**src/sv/rfsm_pkg.sv**
```systemverilog
// Shared types and constants for the range to file segment mapper.
package rfsm_pkg;

    // Fixed field widths of the stream payloads.
    localparam int OP_W         = 2;
    localparam int FIELD_W      = 48;
    localparam int SEG_W        = 6;
    localparam int STATUS_W     = 2;
    localparam int IN_TDATA_W   = 152;
    localparam int OUT_TDATA_W  = 200;

    // Defaults for the top-level parameters.
    localparam int DEF_MAX_SEGMENTS = 63;
    localparam int DEF_INDEX_BITS   = 48;

    // Operation codes of an input transfer; the fourth code is ignored.
    typedef enum logic [OP_W-1:0] {
        OP_CLEAR  = 2'd0,
        OP_APPEND = 2'd1,
        OP_QUERY  = 2'd2
    } op_t;

    // Status codes of a result transfer.
    typedef enum logic [STATUS_W-1:0] {
        STAT_OK        = 2'd0,
        STAT_EMPTY     = 2'd1,
        STAT_NOT_FOUND = 2'd2
    } status_t;

    // Controller states.
    typedef enum logic [3:0] {
        S_IDLE,
        S_QUERY,
        S_SCAN,
        S_ISSUE,
        S_BASE,
        S_CALC,
        S_PUT,
        S_SP_EMPTY,
        S_SP_MISS
    } state_t;

    // Commands from the controller to the datapath.
    typedef struct packed {
        logic    take_item;
        logic    scan_init;
        logic    scan_step;
        logic    emit_init;
        logic    ptr_inc;
        logic    load_base;
        logic    emit_calc;
        logic    emit_put;
        logic    seg_inc;
        logic    special_put;
        status_t special_status;
    } cmd_t;

    // Status from the datapath to the controller.
    typedef struct packed {
        op_t  op;
        logic range_inverted;
        logic table_short;
        logic scan_found;
        logic scan_miss;
        logic out_free;
        logic at_lseg;
    } sts_t;

endpackage

```
**src/sv/range_to_file_segment_mapper_unit.sv**
```systemverilog
// Top level of the range to file segment mapper: controller plus datapath.
// The block holds a table of up to MAX_SEGMENTS+1 cumulative boundaries in one
// memory with a single read port. Clear and append transfers complete when
// accepted and the block is ready again in the next cycle. A query is decoded,
// then the block scans one boundary per cycle until the segment holding the
// last wanted element is found, fetches the first segment's bounds (ISSUE,
// BASE), and computes each result (CALC) and loads it (PUT), waiting there
// while the result side is busy; inverted or unmatched ranges give a single
// status result after the decode or the scan. For the default table of 64
// boundaries the worst-case query time is set by the memory read port that
// both the scan and the result loop walk through. The block takes one input
// transfer at a time; the finished result register lets the next transfer be
// accepted while the last result still waits. The table contents are undefined
// until appended, and reset only empties the count.
module range_to_file_segment_mapper_unit #(
    parameter int MAX_SEGMENTS = rfsm_pkg::DEF_MAX_SEGMENTS,
    parameter int INDEX_BITS   = rfsm_pkg::DEF_INDEX_BITS
) (
    input  logic                              aclk,
    input  logic                              aresetn,
    input  logic                              s_tvalid,
    output logic                              s_tready,
    // operation[1:0], boundary_value[49:2], range_first[97:50],
    // range_last[145:98], zero fill above.
    input  logic [rfsm_pkg::IN_TDATA_W-1:0]   s_tdata,
    output logic                              m_tvalid,
    input  logic                              m_tready,
    // segment_index[5:0], first_in_segment[53:6], last_in_segment[101:54],
    // offset_before[149:102], used_count[197:150], zero fill above.
    output logic [rfsm_pkg::OUT_TDATA_W-1:0]  m_tdata,
    // status[1:0].
    output logic [rfsm_pkg::STATUS_W-1:0]     m_tuser,
    output logic                              m_tlast
);

    import rfsm_pkg::*;

    cmd_t cmd;
    sts_t sts;

    // Sequencing of each transfer.
    rfsm_ctrl u_ctrl (
        .aclk     (aclk),
        .aresetn  (aresetn),
        .s_tvalid (s_tvalid),
        .s_tready (s_tready),
        .sts      (sts),
        .cmd      (cmd)
    );

    // Table storage, arithmetic and result register.
    rfsm_dp #(
        .MAX_SEGMENTS (MAX_SEGMENTS),
        .INDEX_BITS   (INDEX_BITS)
    ) u_dp (
        .aclk     (aclk),
        .aresetn  (aresetn),
        .cmd      (cmd),
        .sts      (sts),
        .s_tdata  (s_tdata),
        .m_tready (m_tready),
        .m_tvalid (m_tvalid),
        .m_tdata  (m_tdata),
        .m_tuser  (m_tuser),
        .m_tlast  (m_tlast)
    );

endmodule

```
**src/sv/rfsm_ram.sv**
```systemverilog
// Generic single-write, single-read RAM with registered read data.
module rfsm_ram #(
    parameter int WIDTH = 48,
    parameter int DEPTH = 64
) (
    input  logic                     aclk,
    input  logic                     we,
    input  logic [$clog2(DEPTH)-1:0] waddr,
    input  logic [WIDTH-1:0]         wdata,
    input  logic [$clog2(DEPTH)-1:0] raddr,
    output logic [WIDTH-1:0]         rdata
);

    logic [WIDTH-1:0] mem_reg [DEPTH];
    logic [WIDTH-1:0] rdata_reg;

    // Write port and registered read port.
    always_ff @(posedge aclk) begin
        if (we) begin
            mem_reg[waddr] <= wdata;
        end
        rdata_reg <= mem_reg[raddr];
    end

    assign rdata = rdata_reg;

endmodule

```
**src/sv/rfsm_ctrl.sv**
```systemverilog
// Controller state machine that sequences clear, append and query operations.
module rfsm_ctrl (
    input  logic           aclk,
    input  logic           aresetn,
    input  logic           s_tvalid,
    output logic           s_tready,
    input  rfsm_pkg::sts_t sts,
    output rfsm_pkg::cmd_t cmd
);

    import rfsm_pkg::*;

    state_t state_reg, state_next;

    // State register.
    always_ff @(posedge aclk) begin
        if (!aresetn) begin
            state_reg <= S_IDLE;
        end else begin
            state_reg <= state_next;
        end
    end

    // Next state and command decode.
    always_comb begin
        state_next = state_reg;
        cmd        = '0;
        s_tready   = 1'b0;
        case (state_reg)
            S_IDLE: begin
                s_tready = 1'b1;
                if (s_tvalid) begin
                    cmd.take_item = 1'b1;
                    if (sts.op == OP_QUERY) begin
                        state_next = S_QUERY;
                    end
                end
            end
            S_QUERY: begin
                if (sts.range_inverted) begin
                    state_next = S_SP_EMPTY;
                end else if (sts.table_short) begin
                    state_next = S_SP_MISS;
                end else begin
                    cmd.scan_init = 1'b1;
                    state_next    = S_SCAN;
                end
            end
            S_SCAN: begin
                cmd.scan_step = 1'b1;
                if (sts.scan_found) begin
                    cmd.emit_init = 1'b1;
                    state_next    = S_ISSUE;
                end else if (sts.scan_miss) begin
                    state_next = S_SP_MISS;
                end
            end
            S_ISSUE: begin
                cmd.ptr_inc = 1'b1;
                state_next  = S_BASE;
            end
            S_BASE: begin
                cmd.load_base = 1'b1;
                cmd.ptr_inc   = 1'b1;
                state_next    = S_CALC;
            end
            S_CALC: begin
                cmd.emit_calc = 1'b1;
                state_next    = S_PUT;
            end
            S_PUT: begin
                if (sts.out_free) begin
                    cmd.emit_put = 1'b1;
                    if (sts.at_lseg) begin
                        state_next = S_IDLE;
                    end else begin
                        cmd.seg_inc = 1'b1;
                        cmd.ptr_inc = 1'b1;
                        state_next  = S_CALC;
                    end
                end
            end
            S_SP_EMPTY: begin
                if (sts.out_free) begin
                    cmd.special_put    = 1'b1;
                    cmd.special_status = STAT_EMPTY;
                    state_next         = S_IDLE;
                end
            end
            S_SP_MISS: begin
                if (sts.out_free) begin
                    cmd.special_put    = 1'b1;
                    cmd.special_status = STAT_NOT_FOUND;
                    state_next         = S_IDLE;
                end
            end
            default: begin
                state_next = S_IDLE;
            end
        endcase
    end

endmodule

```
**src/sv/rfsm_dp.sv**
```systemverilog
// Datapath: boundary memory, scan and emit arithmetic, and the result register.
module rfsm_dp #(
    parameter int MAX_SEGMENTS = 63,
    parameter int INDEX_BITS   = 48
) (
    input  logic                               aclk,
    input  logic                               aresetn,
    input  rfsm_pkg::cmd_t                     cmd,
    output rfsm_pkg::sts_t                     sts,
    input  logic [rfsm_pkg::IN_TDATA_W-1:0]    s_tdata,
    input  logic                               m_tready,
    output logic                               m_tvalid,
    output logic [rfsm_pkg::OUT_TDATA_W-1:0]   m_tdata,
    output logic [rfsm_pkg::STATUS_W-1:0]      m_tuser,
    output logic                               m_tlast
);

    import rfsm_pkg::*;

    localparam int DEPTH = MAX_SEGMENTS + 1;
    localparam int AW    = $clog2(DEPTH);
    localparam int CW    = $clog2(DEPTH + 1);
    localparam int IW    = (INDEX_BITS < FIELD_W) ? INDEX_BITS : FIELD_W;

    // Input fields.
    op_t         in_op;
    logic [IW-1:0] in_boundary;
    logic [IW-1:0] in_first;
    logic [IW-1:0] in_last;

    assign in_op       = op_t'(s_tdata[OP_W-1:0]);
    assign in_boundary = IW'(s_tdata[OP_W +: FIELD_W]);
    assign in_first    = IW'(s_tdata[OP_W + FIELD_W +: FIELD_W]);
    assign in_last     = IW'(s_tdata[OP_W + 2*FIELD_W +: FIELD_W]);

    // Control registers.
    logic [CW-1:0] count_reg, count_next;
    logic [CW-1:0] ptr_reg, ptr_next;
    logic [CW-1:0] seg_reg, seg_next;
    logic [CW-1:0] fseg_reg, fseg_next;
    logic [CW-1:0] lseg_reg, lseg_next;
    logic          vld_reg, vld_next;
    logic          got_first_reg, got_first_next;
    logic          out_valid_reg, out_valid_next;

    // Payload registers.
    logic [IW-1:0]    first_reg, first_next;
    logic [IW-1:0]    last_reg, last_next;
    logic [IW-1:0]    start_reg, start_next;
    logic [IW-1:0]    fi_reg, fi_next;
    logic [IW-1:0]    lap1_reg, lap1_next;
    logic [IW-1:0]    off_reg, off_next;
    logic [SEG_W-1:0] out_seg_reg, out_seg_next;
    logic [IW-1:0]    out_fi_reg, out_fi_next;
    logic [IW-1:0]    out_la_reg, out_la_next;
    logic [IW-1:0]    out_off_reg, out_off_next;
    logic [IW-1:0]    out_cnt_reg, out_cnt_next;
    status_t          out_status_reg, out_status_next;
    logic             out_last_reg, out_last_next;

    // Memory signals.
    logic          ram_we;
    logic [IW-1:0] rdata;
    logic          table_full;
    logic          gt_first;
    logic          gt_last;
    logic [CW-1:0] count_m2;
    logic [CW-1:0] fseg_fin;

    assign table_full = (count_reg >= CW'(DEPTH));
    assign ram_we     = cmd.take_item && (in_op == OP_APPEND) && !table_full;

    // Boundary table; read address follows the pointer register.
    rfsm_ram #(
        .WIDTH (IW),
        .DEPTH (DEPTH)
    ) u_table (
        .aclk  (aclk),
        .we    (ram_we),
        .waddr (count_reg[AW-1:0]),
        .wdata (in_boundary),
        .raddr (ptr_reg[AW-1:0]),
        .rdata (rdata)
    );

    // Scan compares against the boundary that just came out of the memory.
    assign gt_first = (rdata > first_reg);
    assign gt_last  = (rdata > last_reg);
    assign count_m2 = count_reg - CW'(2);
    assign fseg_fin = got_first_reg ? fseg_reg : seg_reg;

    // Status toward the controller.
    always_comb begin
        sts.op             = in_op;
        sts.range_inverted = (last_reg < first_reg);
        sts.table_short    = (count_reg < CW'(2));
        sts.scan_found     = vld_reg && gt_last;
        sts.scan_miss      = vld_reg && !gt_last && (seg_reg == count_m2);
        sts.out_free       = !out_valid_reg || m_tready;
        sts.at_lseg        = (seg_reg == lseg_reg);
    end

    // Next-state logic of all datapath registers.
    always_comb begin
        count_next      = count_reg;
        ptr_next        = ptr_reg;
        seg_next        = seg_reg;
        fseg_next       = fseg_reg;
        lseg_next       = lseg_reg;
        vld_next        = vld_reg;
        got_first_next  = got_first_reg;
        first_next      = first_reg;
        last_next       = last_reg;
        start_next      = start_reg;
        fi_next         = fi_reg;
        lap1_next       = lap1_reg;
        off_next        = off_reg;
        out_seg_next    = out_seg_reg;
        out_fi_next     = out_fi_reg;
        out_la_next     = out_la_reg;
        out_off_next    = out_off_reg;
        out_cnt_next    = out_cnt_reg;
        out_status_next = out_status_reg;
        out_last_next   = out_last_reg;
        out_valid_next  = out_valid_reg && !m_tready;

        // Accepted input transfer.
        if (cmd.take_item) begin
            case (in_op)
                OP_CLEAR: begin
                    count_next = '0;
                end
                OP_APPEND: begin
                    if (!table_full) begin
                        count_next = count_reg + CW'(1);
                    end
                end
                OP_QUERY: begin
                    first_next = in_first;
                    last_next  = in_last;
                end
                default: begin
                end
            endcase
        end

        // Scan start: first read is the end boundary of segment zero.
        if (cmd.scan_init) begin
            ptr_next       = CW'(1);
            seg_next       = '0;
            vld_next       = 1'b0;
            got_first_next = 1'b0;
        end

        // One boundary issued and one checked per scan cycle.
        if (cmd.scan_step) begin
            if (ptr_reg < count_reg) begin
                vld_next = 1'b1;
                ptr_next = ptr_reg + CW'(1);
            end else begin
                vld_next = 1'b0;
            end
            if (vld_reg) begin
                seg_next = seg_reg + CW'(1);
                if (!got_first_reg && gt_first) begin
                    got_first_next = 1'b1;
                    fseg_next      = seg_reg;
                end
            end
        end

        // Scan hit on the last segment: rewind to the first one.
        if (cmd.emit_init) begin
            fseg_next = fseg_fin;
            seg_next  = fseg_fin;
            ptr_next  = fseg_fin;
            lseg_next = seg_reg;
            off_next  = '0;
        end

        if (cmd.ptr_inc) begin
            ptr_next = ptr_reg + CW'(1);
        end

        if (cmd.load_base) begin
            start_next = rdata;
        end

        // Local bounds of the current segment; the next start is this end.
        if (cmd.emit_calc) begin
            fi_next    = (seg_reg == fseg_reg) ? (first_reg - start_reg) : '0;
            lap1_next  = (seg_reg == lseg_reg) ? (last_reg - start_reg + IW'(1))
                                               : (rdata - start_reg);
            start_next = rdata;
            if (seg_reg != fseg_reg) begin
                off_next = off_reg + out_cnt_reg;
            end
        end

        if (cmd.seg_inc) begin
            seg_next = seg_reg + CW'(1);
        end

        // Load a regular result into the output register.
        if (cmd.emit_put) begin
            out_valid_next  = 1'b1;
            out_seg_next    = SEG_W'(seg_reg);
            out_fi_next     = fi_reg;
            out_la_next     = lap1_reg - IW'(1);
            out_off_next    = off_reg;
            out_cnt_next    = lap1_reg - fi_reg;
            out_status_next = STAT_OK;
            out_last_next   = (seg_reg == lseg_reg);
        end

        // Load an empty or not-found result.
        if (cmd.special_put) begin
            out_valid_next  = 1'b1;
            out_seg_next    = '0;
            out_fi_next     = '0;
            out_la_next     = '0;
            out_off_next    = '0;
            out_cnt_next    = '0;
            out_status_next = cmd.special_status;
            out_last_next   = 1'b1;
        end
    end

    // Control registers with reset.
    always_ff @(posedge aclk) begin
        if (!aresetn) begin
            count_reg     <= '0;
            ptr_reg       <= '0;
            seg_reg       <= '0;
            fseg_reg      <= '0;
            lseg_reg      <= '0;
            vld_reg       <= 1'b0;
            got_first_reg <= 1'b0;
            out_valid_reg <= 1'b0;
        end else begin
            count_reg     <= count_next;
            ptr_reg       <= ptr_next;
            seg_reg       <= seg_next;
            fseg_reg      <= fseg_next;
            lseg_reg      <= lseg_next;
            vld_reg       <= vld_next;
            got_first_reg <= got_first_next;
            out_valid_reg <= out_valid_next;
        end
    end

    // Payload registers.
    always_ff @(posedge aclk) begin
        first_reg      <= first_next;
        last_reg       <= last_next;
        start_reg      <= start_next;
        fi_reg         <= fi_next;
        lap1_reg       <= lap1_next;
        off_reg        <= off_next;
        out_seg_reg    <= out_seg_next;
        out_fi_reg     <= out_fi_next;
        out_la_reg     <= out_la_next;
        out_off_reg    <= out_off_next;
        out_cnt_reg    <= out_cnt_next;
        out_status_reg <= out_status_next;
        out_last_reg   <= out_last_next;
    end

    // Result channel.
    assign m_tvalid = out_valid_reg;
    assign m_tdata  = {2'b00,
                       FIELD_W'(out_cnt_reg),
                       FIELD_W'(out_off_reg),
                       FIELD_W'(out_la_reg),
                       FIELD_W'(out_fi_reg),
                       out_seg_reg};
    assign m_tuser  = out_status_reg;
    assign m_tlast  = out_last_reg;

endmodule
```
**config.mk**
```make
export PLATFORM = sky130hd
export DESIGN_NAME = range_to_file_segment_mapper_unit
export DESIGN_NICKNAME = d
export VERILOG_FILES = /design/src/sv/rfsm_pkg.sv /design/src/sv/range_to_file_segment_mapper_unit.sv /design/src/sv/rfsm_ram.sv /design/src/sv/rfsm_ctrl.sv /design/src/sv/rfsm_dp.sv
export SDC_FILE = /design/constraint.sdc
export NUM_CORES = 2
export LEC_CHECK = 0
export ABC_AREA = 1
export BUFFER_PORTS_ARGS = -buffer_cell sky130_fd_sc_hd__buf_2
export CORE_UTILIZATION = 34
export CTS_BUF_LIST = sky130_fd_sc_hd__clkbuf_8
export DETAILED_ROUTE_END_ITERATION = 8
export PLACE_DENSITY = 0.59
export SLEW_MARGIN = 20
export SYNTH_ARGS = -nofsm -noshare
export SYNTH_HDL_FRONTEND = slang
export SYNTH_SLANG_ARGS = --single-unit
```
**constraint.sdc**
```tcl
create_clock -name aclk -period 7.05 [get_ports aclk]
set_input_delay 0 -clock aclk [delete_from_list [all_inputs] [get_ports aclk]]
set_output_delay 0 -clock aclk [all_outputs]
set_load 0.01 [all_outputs]
```
==> flow_summary.json <==
{
  "r2r-start": "u_ctrl.state_reg[3]",
  "std_cell_rows": 253,
  "drcViolationCount": 0,
  "numCtsBuffers": 591,
  "cellPowerDensity_nw_per_um2": 382,
  "yosys.cell_types.count": 62,
  "dp_slack_ns": 2.46,
  "cpPeakStageDelay_ns": 0.77,
  "ios": 361,
  "path_clk_slew_ns": 0.07,
  "first_global_vias": 110412,
  "drt_iter0_drc": 13702,
  "gr-total-overflow": 0,
  "routed-via-count": 117203,
  "ys_warn_count": 0,
  "syn-cell-area_sq_um": 162000,
  "total_leakage_power_nw": 65.2,
  "fin_hold_ws_ns": 0.0320,
  "die_area_sq_um": 479000,
  "cap_violations": 0,
  "required_ns": 7.83,
  "htreeDepth": 6,
  "path_buf_inv": 7,
  "n_fill_cell": 45444,
  "globalplace.congestion": 0.994,
  "setup-tns-final_ns": 0,
  "fin_crit_ns": 6.18,
  "cts_sinks": 3651,
  "postSynthAreaPerCell_sq_um": 11.5,
  "first_pass_iters": 6,
  "ys_seq_area_share_pct": 65.6,
  "crit_chain": "nor2_2, inv_2, nor3_2, nand2_1, nor2_1, dlygate4sd3_1, inv_2, dlygate4sd3_1, nor3_4, dlygate4sd3_1, inv_2, nor2_2, nand2_1, nor2_4, buf_4",
  "via_per_inst": 5.41,
  "placedCellCount": 20243,
  "hold_start": "s_tdata[4]",
  "final_common_cell": "edfxtp_1",
  "port_buffers": 352,
  "crit_start": "u_ctrl.state_reg[3]",
  "finalClockSkew_ns": 0.103,
  "hold_path.class": "in -> reg",
  "die_w_um": 692,
  "finalHoldViolCount": 0,
  "maxSlewViolCount": 0,
  "path_max_fanout": 34,
  "cp-start-kind": "flop",
  "coreArea_sq_um": 475000,
  "cts_tree": "built",
  "worstMarginPinSlew_ns": 1.19,
  "grt_pass1_wl_um": 761000,
  "ant_nets": 0,
  "dp.final_hpwl_um": 341000,
  "ys_async_sr_fraction_pct": 0,
  "drive_above_1_share_pct": 9.49,
  "syn_to_final_growth_pct": 14.4,
  "insertion_delay_ns": 1.26,
  "final_area_sq_um": 185000,
  "synth_edf_count": 3314,
  "crit_family": "buffers and inverters",
  "rsz0062_at_grt": "false",
  "grt_usage_pct": 21.3,
  "wirelength_um": 534000,
  "finalPower_mw": 70.8,
  "grt_start_max_net_pins": 208,
  "synthFlopType": "edfxtp_1",
  "final_cell_mix": "3314 x edfxtp_1, 2377 x nor2_1, 1392 x nand2_1",
  "setup_viol": 0,
  "irDropWorstVdd_uv": 327,
  "status": "complete, no violations",
  "routedWlPerCell_um": 24.6,
  "fin_crit_sh_pct": 87.7,
  "cts_root_buffer": "clkbuf_8",
  "largest_reg_flops": 3072,
  "instances_no_fill": 21668,
  "synth_seq_cells": 3651,
  "nets": 15538,
  "crit_arrival_ns": 6.96,
  "cts_resized": 0,
  "cpMaxStageDelayCell": "buf_4",
  "synthCells": 14150,
  "placed_cell_area_sq_um": 171000,
  "clock_path_buffers": 4,
  "clock.fmax_mhz": 162,
  "fin_ws_ns": 0.868,
  "die_y_um": 692,
  "crit_path_end_kind": "flop",
  "utilization_pct": 39.1,
  "start_util_pct": 34.1,
  "relSlewSlack_pct": 20.6,
  "antenna_found_initial": 49,
  "critPathKind": "reg -> reg"
}
where the power goes:
group          internal, mW  total, mW  switching, mW  leakage [nW]
Sequential             24.7       26.0           1.33          32.6
Combinational          7.84       27.6           19.7          26.4
Clock                  8.46       17.2           8.70          6.20
Total                  41.0       70.8           29.8          65.2
synth_stat cells (all sizes together) (83+ instances only):
master	count	area share, %
o32ai	467	2.5
nor2	2461	5.7
dfxtp	337	4.2
a21oi	751	2.3
o21bai	95	0.44
buf	332	1.1
o21ai	1359	4.2
mux2i	301	1.9
nor3	83	0.28
edfxtp	3314	61
ha	439	3.4
clkbuf	395	0.92
inv	894	2.1
nand2	1402	3.3
o221ai	308	1.7
o211ai	105	0.49
nand3	662	2.1
final cells by class:
| type | count | area, sq um | share of cell area [%] |
|---|---|---|---|
| diodes | 55 | 138 | 0.0743 |
| clock buffers | 620 | 8530 | 4.60 |
| clock inverters | 401 | 2140 | 1.15 |
| inverters | 897 | 3400 | 1.84 |
| multi-input cells | 8876 | 49700 | 26.8 |
| flip-flops and latches | 3651 | 106000 | 57.4 |
| well taps | 6247 | 7820 | 4.22 |
| repair buffers | 921 | 7310 | 3.95 |
layer usage:
layer | wire [um] | track usage [%] | vias to the layer above
met2 | 247000 | 34.4 | 4983
met1 | 225000 | 29.0 | 58129
met4 | 19200 | 7.42 | 10
li1 | - | - | 53195
met3 | 43000 | 3.65 | 886
met5 | 69 | 0 | -
cells by family (layout without fill, tap and decap cells):
| logic type | after synthesis | in the layout | share of synthesized area (%) |
|---|---|---|---|
| compound gates | 3249 | 3249 | 12.4 |
| xor+xnor | 120 | 120 | 0.649 |
| fa+ha+maj | 444 | 444 | 3.45 |
| buf+inv | 1624 | 2839 | 4.08 |
| flops | 3651 | 3651 | 65.6 |
| mux | 301 | 301 | 1.86 |
| other cells | 1 | 57 | 0.00231 |
| simple gates | 4760 | 4760 | 12.0 |
final timing paths:
kind                             endpoint  slack (ns)  depth (start not counted)
max          u_dp.u_table.mem_reg[57][40]        0.87                         15
max reg2reg  u_dp.u_table.mem_reg[57][40]        0.87                         15
min reg2reg           u_dp.out_off_reg[8]        0.44                          2
min           u_dp.u_table.mem_reg[32][2]        0.03                          2
worst reg2reg max path: cells and delay by family (launching register included):
family	cells	cell delay (ns)
buffers and inverters	7	2.99
AND/OR/NAND/NOR	8	2.35
flip-flops	1	0.33
repair_timing:
item	CTS	global route
buffers inserted	0	0
hold endpoints to repair	3478	415
hold buffers	340	8
Note: power is estimated with default switching activity, not from simulation.
